## config.mk

```make
export PLATFORM = sky130hd
export DESIGN_NAME = circular_fir_filter
export DESIGN_NICKNAME = d
export VERILOG_FILES = /design/src/design/cff_pkg.sv /design/src/design/cff_ctrl.sv /design/src/design/cff_datapath.sv /design/src/design/circular_fir_filter.sv
export SDC_FILE = /design/constraint.sdc
export NUM_CORES = 1
export LEC_CHECK = 0
export ABC_CLOCK_PERIOD_IN_PS = 10100
export BUFFER_PORTS_ARGS = -buffer_cell sky130_fd_sc_hd__buf_2
export CORE_MARGIN = 2
export CORE_UTILIZATION = 50
export DETAILED_ROUTE_END_ITERATION = 8
export GPL_ROUTABILITY_DRIVEN = 0
export HOLD_SLACK_MARGIN = 0.05
export PLACE_DENSITY = 0.69
export SKIP_LAST_GASP = 1
export SYNTH_ARGS = -nofsm -noshare
export SYNTH_HDL_FRONTEND = slang
export SYNTH_SLANG_ARGS = --single-unit
export TNS_END_PERCENT = 5
```

## constraint.sdc

```tcl
create_clock -name clk -period 10.1 [get_ports clk]
set_input_delay 2.02 -clock clk [delete_from_list [all_inputs] [get_ports clk]]
set_output_delay 2.02 -clock clk [all_outputs]
set_load 0.02 [all_outputs]
```

## src/design/cff_pkg.sv

```systemverilog
// Package for the circular FIR filter: sizes, register indexes and the
// command and status types between the controller and the datapath.
// No dependencies.
package cff_pkg;

	localparam int TAP_COUNT   = 8;
	localparam int COEF_COUNT  = 8;
	localparam int SAMPLE_W    = 16;
	localparam int COEF_W      = 16;
	localparam int FRAC_W      = 15;
	localparam int OUT_W       = 20;
	localparam int PROD_W      = SAMPLE_W + COEF_W;
	localparam int ACC_W       = OUT_W + FRAC_W;
	localparam int CFG_IDX_W   = 4;
	localparam int COEF_IDX_W  = $clog2(COEF_COUNT);
	localparam int RING_IDX_W  = (TAP_COUNT > 1) ? $clog2(TAP_COUNT) : 1;
	localparam int CNT_W       = $clog2(TAP_COUNT + 1);

	localparam logic signed [COEF_W-1:0] COEF_RESET = 16'sd4096;

	localparam logic [CFG_IDX_W-1:0] REG_COEF_TAP0 = 4'd0;
	localparam logic [CFG_IDX_W-1:0] REG_COEF_TAP7 = 4'd7;

	typedef struct packed {
		logic                  start;
		logic                  mul_en;
		logic                  acc_en;
		logic                  load;
		logic [COEF_IDX_W-1:0] tap;
	} cff_cmd_t;

	typedef struct packed {
		logic out_busy;
	} cff_status_t;

endpackage

```

## src/design/cff_ctrl.sv

```systemverilog
// Controller for the circular FIR filter: sequences the multiply-accumulate
// steps for one sample and the load of the output register.
// Depends on cff_pkg.
module cff_ctrl import cff_pkg::*; (
	input  logic        clk,
	input  logic        arst_n,
	input  logic        in_valid,
	output logic        in_stall,
	input  cff_status_t status,
	output cff_cmd_t    cmd
);

	localparam logic [1:0] ST_IDLE = 2'd0;
	localparam logic [1:0] ST_RUN  = 2'd1;
	localparam logic [1:0] ST_LOAD = 2'd2;

	logic [1:0]       state_q;
	logic [CNT_W-1:0] cnt_q;
	logic             last;

	assign last     = (cnt_q == CNT_W'(TAP_COUNT));
	assign in_stall = (state_q != ST_IDLE);

	always_comb begin
		cmd.start  = (state_q == ST_IDLE) && in_valid;
		cmd.mul_en = (state_q == ST_RUN) && !last;
		cmd.acc_en = (state_q == ST_RUN) && (cnt_q != '0);
		cmd.load   = (state_q == ST_LOAD) && !status.out_busy;
		cmd.tap    = COEF_IDX_W'(cnt_q);
	end

	always_ff @(posedge clk or negedge arst_n) begin
		if (!arst_n) begin
			state_q <= ST_IDLE;
			cnt_q   <= '0;
		end else begin
			unique case (state_q)
				ST_IDLE: begin
					if (in_valid) begin
						state_q <= ST_RUN;
						cnt_q   <= '0;
					end
				end
				ST_RUN: begin
					if (last) begin
						state_q <= ST_LOAD;
					end else begin
						cnt_q <= cnt_q + 1'b1;
					end
				end
				ST_LOAD: begin
					if (!status.out_busy) begin
						state_q <= ST_IDLE;
					end
				end
				default: begin
					state_q <= ST_IDLE;
				end
			endcase
		end
	end

endmodule

```

## src/design/cff_datapath.sv

```systemverilog
// Datapath for the circular FIR filter: sample ring, coefficient registers,
// one shared multiplier with a product register, accumulator and output beat.
// Depends on cff_pkg.
module cff_datapath import cff_pkg::*; (
	input  logic                       clk,
	input  logic                       arst_n,
	input  cff_cmd_t                   cmd,
	output cff_status_t                status,
	input  logic                       cfg_valid,
	input  logic [CFG_IDX_W-1:0]       cfg_index,
	input  logic signed [COEF_W-1:0]   cfg_data,
	input  logic signed [SAMPLE_W-1:0] sample_in,
	output logic                       out_valid,
	input  logic                       out_stall,
	output logic signed [OUT_W-1:0]    filtered_out
);

	logic signed [SAMPLE_W-1:0] ring_q [TAP_COUNT];
	logic signed [COEF_W-1:0]   coef_q [COEF_COUNT];
	logic [RING_IDX_W-1:0]      wr_idx_q;
	logic [RING_IDX_W-1:0]      rd_idx_q;
	logic signed [PROD_W-1:0]   prod_s1;
	logic signed [ACC_W-1:0]    acc_q;
	logic                       out_valid_q;
	logic signed [OUT_W-1:0]    out_q;

	assign status.out_busy = out_valid_q && out_stall;
	assign out_valid       = out_valid_q;
	assign filtered_out    = out_q;

	function automatic logic [RING_IDX_W-1:0] wrap_inc(input logic [RING_IDX_W-1:0] idx);
		if (idx == RING_IDX_W'(TAP_COUNT - 1)) begin
			return '0;
		end
		return idx + 1'b1;
	endfunction

	always_ff @(posedge clk or negedge arst_n) begin
		if (!arst_n) begin
			for (int i = 0; i < COEF_COUNT; i++) begin
				coef_q[i] <= COEF_RESET;
			end
		end else if (cfg_valid && (cfg_index <= REG_COEF_TAP7)) begin
			coef_q[cfg_index[COEF_IDX_W-1:0]] <= cfg_data;
		end
	end

	always_ff @(posedge clk or negedge arst_n) begin
		if (!arst_n) begin
			for (int i = 0; i < TAP_COUNT; i++) begin
				ring_q[i] <= '0;
			end
			wr_idx_q <= '0;
			rd_idx_q <= '0;
		end else begin
			if (cmd.start) begin
				ring_q[wr_idx_q] <= sample_in;
				rd_idx_q         <= wr_idx_q;
			end else if (cmd.mul_en) begin
				rd_idx_q <= wrap_inc(rd_idx_q);
			end
			if (cmd.load) begin
				wr_idx_q <= wrap_inc(wr_idx_q);
			end
		end
	end

	always_ff @(posedge clk) begin
		if (cmd.mul_en) begin
			prod_s1 <= coef_q[cmd.tap] * ring_q[rd_idx_q];
		end
		if (cmd.start) begin
			acc_q <= '0;
		end else if (cmd.acc_en) begin
			acc_q <= acc_q + ACC_W'(prod_s1);
		end
		if (cmd.load) begin
			out_q <= acc_q[ACC_W-1:FRAC_W];
		end
	end

	always_ff @(posedge clk or negedge arst_n) begin
		if (!arst_n) begin
			out_valid_q <= 1'b0;
		end else if (cmd.load) begin
			out_valid_q <= 1'b1;
		end else if (!out_stall) begin
			out_valid_q <= 1'b0;
		end
	end

endmodule

```

## src/design/circular_fir_filter.sv

```systemverilog
// Top level of the eight-tap circular-buffer FIR filter in fixed point.
// Depends on cff_pkg, cff_ctrl and cff_datapath.
//
// Channel   Direction  Handshake              Payload
// input     in         in_valid / in_stall    sample_in (16-bit signed)
// output    out        out_valid / out_stall  filtered_out (20-bit signed)
// config    in         cfg_valid / cfg_ready  cfg_index (4 bits), cfg_data (16 bits)
//
// From its accepted beat, a sample takes TAP_COUNT + 1 passes of the shared
// multiply-accumulate and then a load state, where its result loads into the
// output register. The next sample is taken no earlier than the cycle after
// the load, so no sample is taken while one is in flight. Reset clears the
// ring and the write index and sets every coefficient to 1/8. A stalled output
// beat holds; a new sample is taken while it waits, and its result loads once
// the held beat has gone.
module circular_fir_filter import cff_pkg::*; (
	input  logic                       clk,
	input  logic                       arst_n,
	input  logic                       in_valid,
	output logic                       in_stall,
	input  logic signed [SAMPLE_W-1:0] sample_in,
	output logic                       out_valid,
	input  logic                       out_stall,
	output logic signed [OUT_W-1:0]    filtered_out,
	input  logic                       cfg_valid,
	output logic                       cfg_ready,
	input  logic [CFG_IDX_W-1:0]       cfg_index,
	input  logic signed [COEF_W-1:0]   cfg_data
);

	cff_cmd_t    cmd;
	cff_status_t status;

	assign cfg_ready = 1'b1;

	cff_ctrl u_ctrl (
		.clk      (clk),
		.arst_n   (arst_n),
		.in_valid (in_valid),
		.in_stall (in_stall),
		.status   (status),
		.cmd      (cmd)
	);

	cff_datapath u_dp (
		.clk          (clk),
		.arst_n       (arst_n),
		.cmd          (cmd),
		.status       (status),
		.cfg_valid    (cfg_valid && cfg_ready),
		.cfg_index    (cfg_index),
		.cfg_data     (cfg_data),
		.sample_in    (sample_in),
		.out_valid    (out_valid),
		.out_stall    (out_stall),
		.filtered_out (filtered_out)
	);

endmodule

```

# After elaboration in Yosys (flattened, before gate mapping)
# Index checks and enable logic that the tools add are counted.
# word_totals
input_bits	41
out_inout_bits	23
regBits	356
# classes
n_reduce_logical	17
n_mul	1
n_addsub	4
eq_ne	10
n_bitwise	4
mux	32
n_lt_le_gt_ge	7
# ops
op	n
128-bit bitwise mux	2
16-bit binary-select mux with 3-bit select	2
16-bit demux with 3-bit select	2
16-bit 2-to-1 mux	6
35-bit by 32-bit adder with 35-bit output	1
16-bit by 16-bit multiplier with 32-bit output	1
3-bit 2-to-1 mux	6
4-bit >= comparator, second input constant	4
3-bit inverter with 4-bit output	4
1-bit logical AND	8
4-bit by 1-bit < comparator with 1-bit output, second input constant	2
4-bit 2-to-1 mux	2
4-bit case mux with 2 select lines	1
1-bit 2-to-1 mux	7
3-bit by 1-bit adder with 3-bit output, second input constant	2
3-bit equality test, second input constant	2
2-bit 2-to-1 mux	3
2-bit != test, second input constant	3
2-bit case mux with 3 select lines	1
3-bit AND reduction	2
2-bit nonzero test	3
4-bit by 1-bit adder with 4-bit output, second input constant	1
4-bit equality test, second input constant	1
4-bit by 3-bit less-or-equal comparator with 1-bit output, second input constant	1
6 further kinds	8

# Longest topological paths before layout
# depth
depth_word	8
depth_mapped	28
depth_no_buf	26

# Cells and area by module
# From an unflattened synthesis, not the netlist that was laid out.
# hier_totals
cells_unflattened	2253
area_unflattened_um2	26335.3
# modules_own_cells
mod	instances	cells_each	area_per_inst_um2
cff_datapath	1	2204	25917.4
cff_ctrl	1	47	406.6
circular_fir_filter	1	2	11.3

# Worst setup path before layout
# OpenSTA, ideal clock, no wires.
# synth_timing
path_kind	reg2reg
from	register u_dp.rd_idx_q[0]
to	register u_dp.prod_s1[30] (data pin)
path_stages_with_launch	26
slack_ps	2651
required_time_ps	9842
t_arrival_ps	7191
setup_ps	258
path_cell_list	dfrtp_1 -> clkbuf_1 -> buf_2 -> mux4_2 -> mux2i_1 -> clkbuf_1 -> nor2_1 -> fa_1 -> fa_1 -> inv_1 -> fa_1 -> fa_1 -> inv_1 -> fa_1 -> inv_1 -> fa_1 -> inv_1 -> ha_1 -> and2_1 -> and4_1 -> nand2_1 -> a2bb2oi_1 -> nand3_1 -> a31o_2 -> a21oi_1 -> xnor2_1
# synth_between
elab_chain_cells	5
# synth_rtl
element	line	rtl
start, declared	cff_datapath.sv:21	logic [RING_IDX_W-1:0] rd_idx_q;
start signal, assigned	cff_datapath.sv:58	rd_idx_q <= wr_idx_q;
start signal, assigned	cff_datapath.sv:60	rd_idx_q <= wrap_inc(rd_idx_q);
3-bit inverter with 4-bit output (implied by the code)	cff_datapath.sv:70	prod_s1 <= coef_q[cmd.tap] * ring_q[rd_idx_q];
16-bit binary-select mux with 3-bit select	cff_datapath.sv:70	
16-bit 2-to-1 mux (implied by the code) (2 in a row)	cff_datapath.sv:70	
16-bit by 16-bit multiplier with 32-bit output	cff_datapath.sv:70	
end signal, assigned	cff_datapath.sv:70	
end, declared	cff_datapath.sv:22	logic signed [PROD_W-1:0] prod_s1;
# Every way passes these cells. The select of a mux whose other input is x is not followed.
# A chain may end at the register's enable or synchronous reset.

# Worst setup path after layout
# layout_timing
from	register u_ctrl.cnt_q[1]
to	register u_dp.prod_s1[24] (data pin)
# layout_between
elab_chain_cells	5
# layout_rtl
element	line	rtl
start, declared	cff_ctrl.sv:18	logic [CNT_W-1:0] cnt_q;
start signal, assigned	cff_ctrl.sv:48	cnt_q <= cnt_q + 1'b1;
3-bit inverter with 4-bit output (implied by the code)	cff_datapath.sv:70	
16-bit binary-select mux with 3-bit select	cff_datapath.sv:70	
16-bit 2-to-1 mux (implied by the code) (2 in a row)	cff_datapath.sv:70	
16-bit by 16-bit multiplier with 32-bit output	cff_datapath.sv:70	
# Every way passes these cells. The select of a mux whose other input is x is not followed.

==> impl_metrics.env <==
export IMPL_crit_fanout=20
export IMPL_ys_seq_area_frac=0.341
export IMPL_drive_gt1_frac=0.224
export IMPL_tns_ns=0
export IMPL_placed_area_sq_um=27600
export IMPL_fp_dieW_microns=234
export IMPL_worstRegToRegCells=24
export IMPL_ant_nets=0
export IMPL_critPathTopFamily="adder cells"
export IMPL_cts_tree="yes"
export IMPL_dieHeight_microns=234
export IMPL_cts_buffer_depth=3
export IMPL_netlist_area_sq_um=26400
export IMPL_antenna_found_initial=3
export IMPL_max_freq_mhz=117
export IMPL_synth_warnings=0
export IMPL_cts_sinks=356
export IMPL_grt_pass1_vias=18500
export IMPL_finalWirelength_mm=57.2
export IMPL_fin_crit_sh=0.848
export IMPL_worst_hold_slack_ns=0.460
export IMPL_rows=84
export IMPL_port_buffers=62
export IMPL_nFillCells=4443
export IMPL_worst_setup_path_start_kind="register"
export IMPL_holdBufCountCts=0
export IMPL_ys_ff_latch=356
export IMPL_maxSlewHeadroom=0.153
export IMPL_final_common_cell="inv_1"
export IMPL_layout_common_cells="355 x inv_1, 273 x mux2_2, 263 x fa_1, 259 x dfrtp_1, 205 x nor2_1"
export IMPL_fin_crit_ns=8.57
export IMPL_hpwl_mm=42.6
export IMPL_crit_path_frequent_cell="fa_1"
export IMPL_synth_cell_types=71
export IMPL_drt_iter0_drc=1007
export IMPL_grt_max_degree=137
export IMPL_grt_util_all_layers=0.221
export IMPL_cp_depth=24
export IMPL_wl_per_cell_microns=18.5
export IMPL_rsz0062_at_grt="false"
export IMPL_cts_resized=0
export IMPL_num_vias=17000
export IMPL_fin_skew_ns=0.0199
export IMPL_cp_cell_sequence="buf_4 -> mux4_2 -> mux2i_1 -> nor2_1 -> fa_1 -> inv_1 -> fa_1 -> fa_1 -> inv_1 -> fa_1 -> fa_1 -> inv_1 -> fa_1 -> inv_1 -> ha_1 -> inv_1 -> o21ai_0 -> a21o_1 -> a21oi_1 -> o21ai_0 -> a311oi_1 -> o41ai_1 -> a21oi_1 -> xnor2_1"
export IMPL_critPathBufInv=6
export IMPL_syn2layout_area_growth_pct=9.25
export IMPL_fin_area_sq_um=28800
export IMPL_drc_errors=0
export IMPL_cp_arrival_ns=8.88
export IMPL_syn_num_nets=2742
export IMPL_synth_cells=2316
export IMPL_finalSetupViolCount=0
export IMPL_critPathMaxStageDelay_ns=1.01
export IMPL_ys_async_sr_fraction=0.756
export IMPL_hold_violations=0
export IMPL_crit_slowest_cell="dfrtp_1"
export IMPL_clk_pin_slew_worst_paths_ns=0.06
export IMPL_final_nets=2799
export IMPL_min_path_cells=2
export IMPL_status="finished clean"
export IMPL_ys_flop_type="dfrtp_1"
export IMPL_die_area_sq_um=54700
export IMPL_initial_core_util=0.505
export IMPL_core_area_sq_um=52300
export IMPL_crit_type="register to register"
export IMPL_syn_avg_cell_area_sq_um=11.4
export IMPL_grt_pass1_wl_mm=95.6
export IMPL_crit_path_end_kind="register"
export IMPL_synth_edf_count=52
export IMPL_clkLatencyLatePin_ns=0.58
export IMPL_dr_pass1_iters=4
export IMPL_cts_root_buffer="clkbuf_16"
export IMPL_htree_levels=2
export IMPL_drv_slew=0
export IMPL_cp_required_ns=10.41
export IMPL_post_cts_setup_buffers=0
export IMPL_worstMarginPinSlew_ns=1.24
export IMPL_gr_total_overflow=0
export IMPL_hold_path_class="register to register"
export IMPL_maxCapViolations=0
export IMPL_n_antenna_cell=0
export IMPL_viasPerCell=5.51
export IMPL_io_pins=64
export IMPL_cts_buffers=39
metal layers:
| layer | up-vias | routed length, microns | GRT usage | part of all wire |
|---|---|---|---|---|
| li1 | 7778 | - | - | - |
| met1 | 8733 | 25000 | 0.294 | 0.44 |
| met2 | 419 | 27900 | 0.378 | 0.49 |
| met3 | 95 | 2940 | 0.0383 | 0.051 |
| met4 | 4 | 1320 | 0.0583 | 0.023 |
| met5 | - | 24 | 0 | 0.00042 |
synth_stat cells, types with 3 or more instances:
library cell / count / area share
fa_1: 263 / 0.20
dfrtp_1: 261 / 0.25
mux4_2: 64 / 0.055
nand3_1: 19 / 0.0036
dfstp_2: 8 / 0.0080
dfxtp_1: 35 / 0.027
nand2_1: 161 / 0.023
mux2_2: 273 / 0.12
a21oi_1: 59 / 0.011
ha_1: 122 / 0.058
or2_2: 16 / 0.0038
a211oi_1: 12 / 0.0034
mux2i_1: 34 / 0.013
a21o_1: 27 / 0.0077
buf_2: 8 / 0.0015
and2_1: 5 / 0.0012
and3_1: 7 / 0.0017
o21ai_1: 3 / 0.00057
nand2b_1: 33 / 0.0078
a31oi_1: 8 / 0.0019
xnor2_1: 39 / 0.013
xor2_1: 17 / 0.0056
nand4_1: 6 / 0.0014
o21bai_1: 6 / 0.0017
o22ai_1: 3 / 0.00071
inv_1: 355 / 0.050
nand3b_1: 5 / 0.0014
or3_1: 6 / 0.0014
a22oi_1: 3 / 0.00085
a21oi_2: 4 / 0.0013
nor3b_1: 5 / 0.0014
nor2b_1: 9 / 0.0021
o21a_1: 10 / 0.0028
o21ai_0: 42 / 0.0080
o211ai_1: 5 / 0.0014
nor2_1: 206 / 0.029
clkbuf_1: 68 / 0.0097
nor3_1: 17 / 0.0032
edfxtp_1: 52 / 0.059
tightest hold or removal path, stage by stage (launching register included):
cell,delay (ns)
dfxtp_1,0.31
nand2_1,0.05
a21oi_1,0.05
sequential cells by signal (all words and copies together) (netlist names):
register and flops:
u_dp.prod_s1 32, u_ctrl.state_q 2, u_dp.acc_q 35, u_dp.ring_q 128, u_ctrl.cnt_q 4, u_dp.filtered_out 20
u_dp.out_valid 1, u_dp.coef_q 128, u_dp.rd_idx_q 3, u_dp.wr_idx_q 3
cells by family after synthesis:
logic type      Yosys count  share of synthesized area
mux                     371                      0.184
other cells               1                   0.000142
fa+ha+maj               385                      0.257
xor+xnor                 56                     0.0186
compound gates          206                     0.0519
simple gates            507                     0.0851
flops                   356                      0.341
buf+inv                 434                     0.0622
area by class of cell:
cell class,count,area [sq um],share of cell area
multi-input combinational,1526,15800,0.547
sequential,356,9010,0.312
inverter,355,1330,0.0462
clock buffer,56,1100,0.0381
tap,688,861,0.0298
timing repair buffer,95,568,0.0197
clock inverter,15,196,0.00681
stage by stage:
| stage | utilization | cells | worst slack (ns) |
|---|---|---|---|
| floorplan | - | 2316 | 2.65 |
| CTS | 0.551 | 3091 | 1.66 |
| finish | 0.551 | 3091 | 1.53 |
| global placement | 0.526 | 3020 | 1.88 |
| detailed placement | 0.526 | 3020 | 1.67 |
| global route | 0.551 | 3091 | 1.12 |
path summary, 6_finish.rpt:
check / from / endpoint / slack [ns]
setup / recovery: u_ctrl.cnt_q[1] / u_dp.prod_s1[24] / 1.53
hold / removal: u_dp.acc_q[7] / u_dp.acc_q[7] / 0.46
setup reg to reg: u_ctrl.cnt_q[1] / u_dp.prod_s1[24] / 1.53
hold reg to reg: u_dp.acc_q[7] / u_dp.acc_q[7] / 0.46
max in group asynchronous: arst_n / u_dp.coef_q[58] / 7.05
min in group asynchronous: arst_n / u_dp.ring_q[121] / 1.57
Power is left out: the tool's default activity adds up to more than one toggle a clock period on the data nets, which glitch-free logic cannot reach.
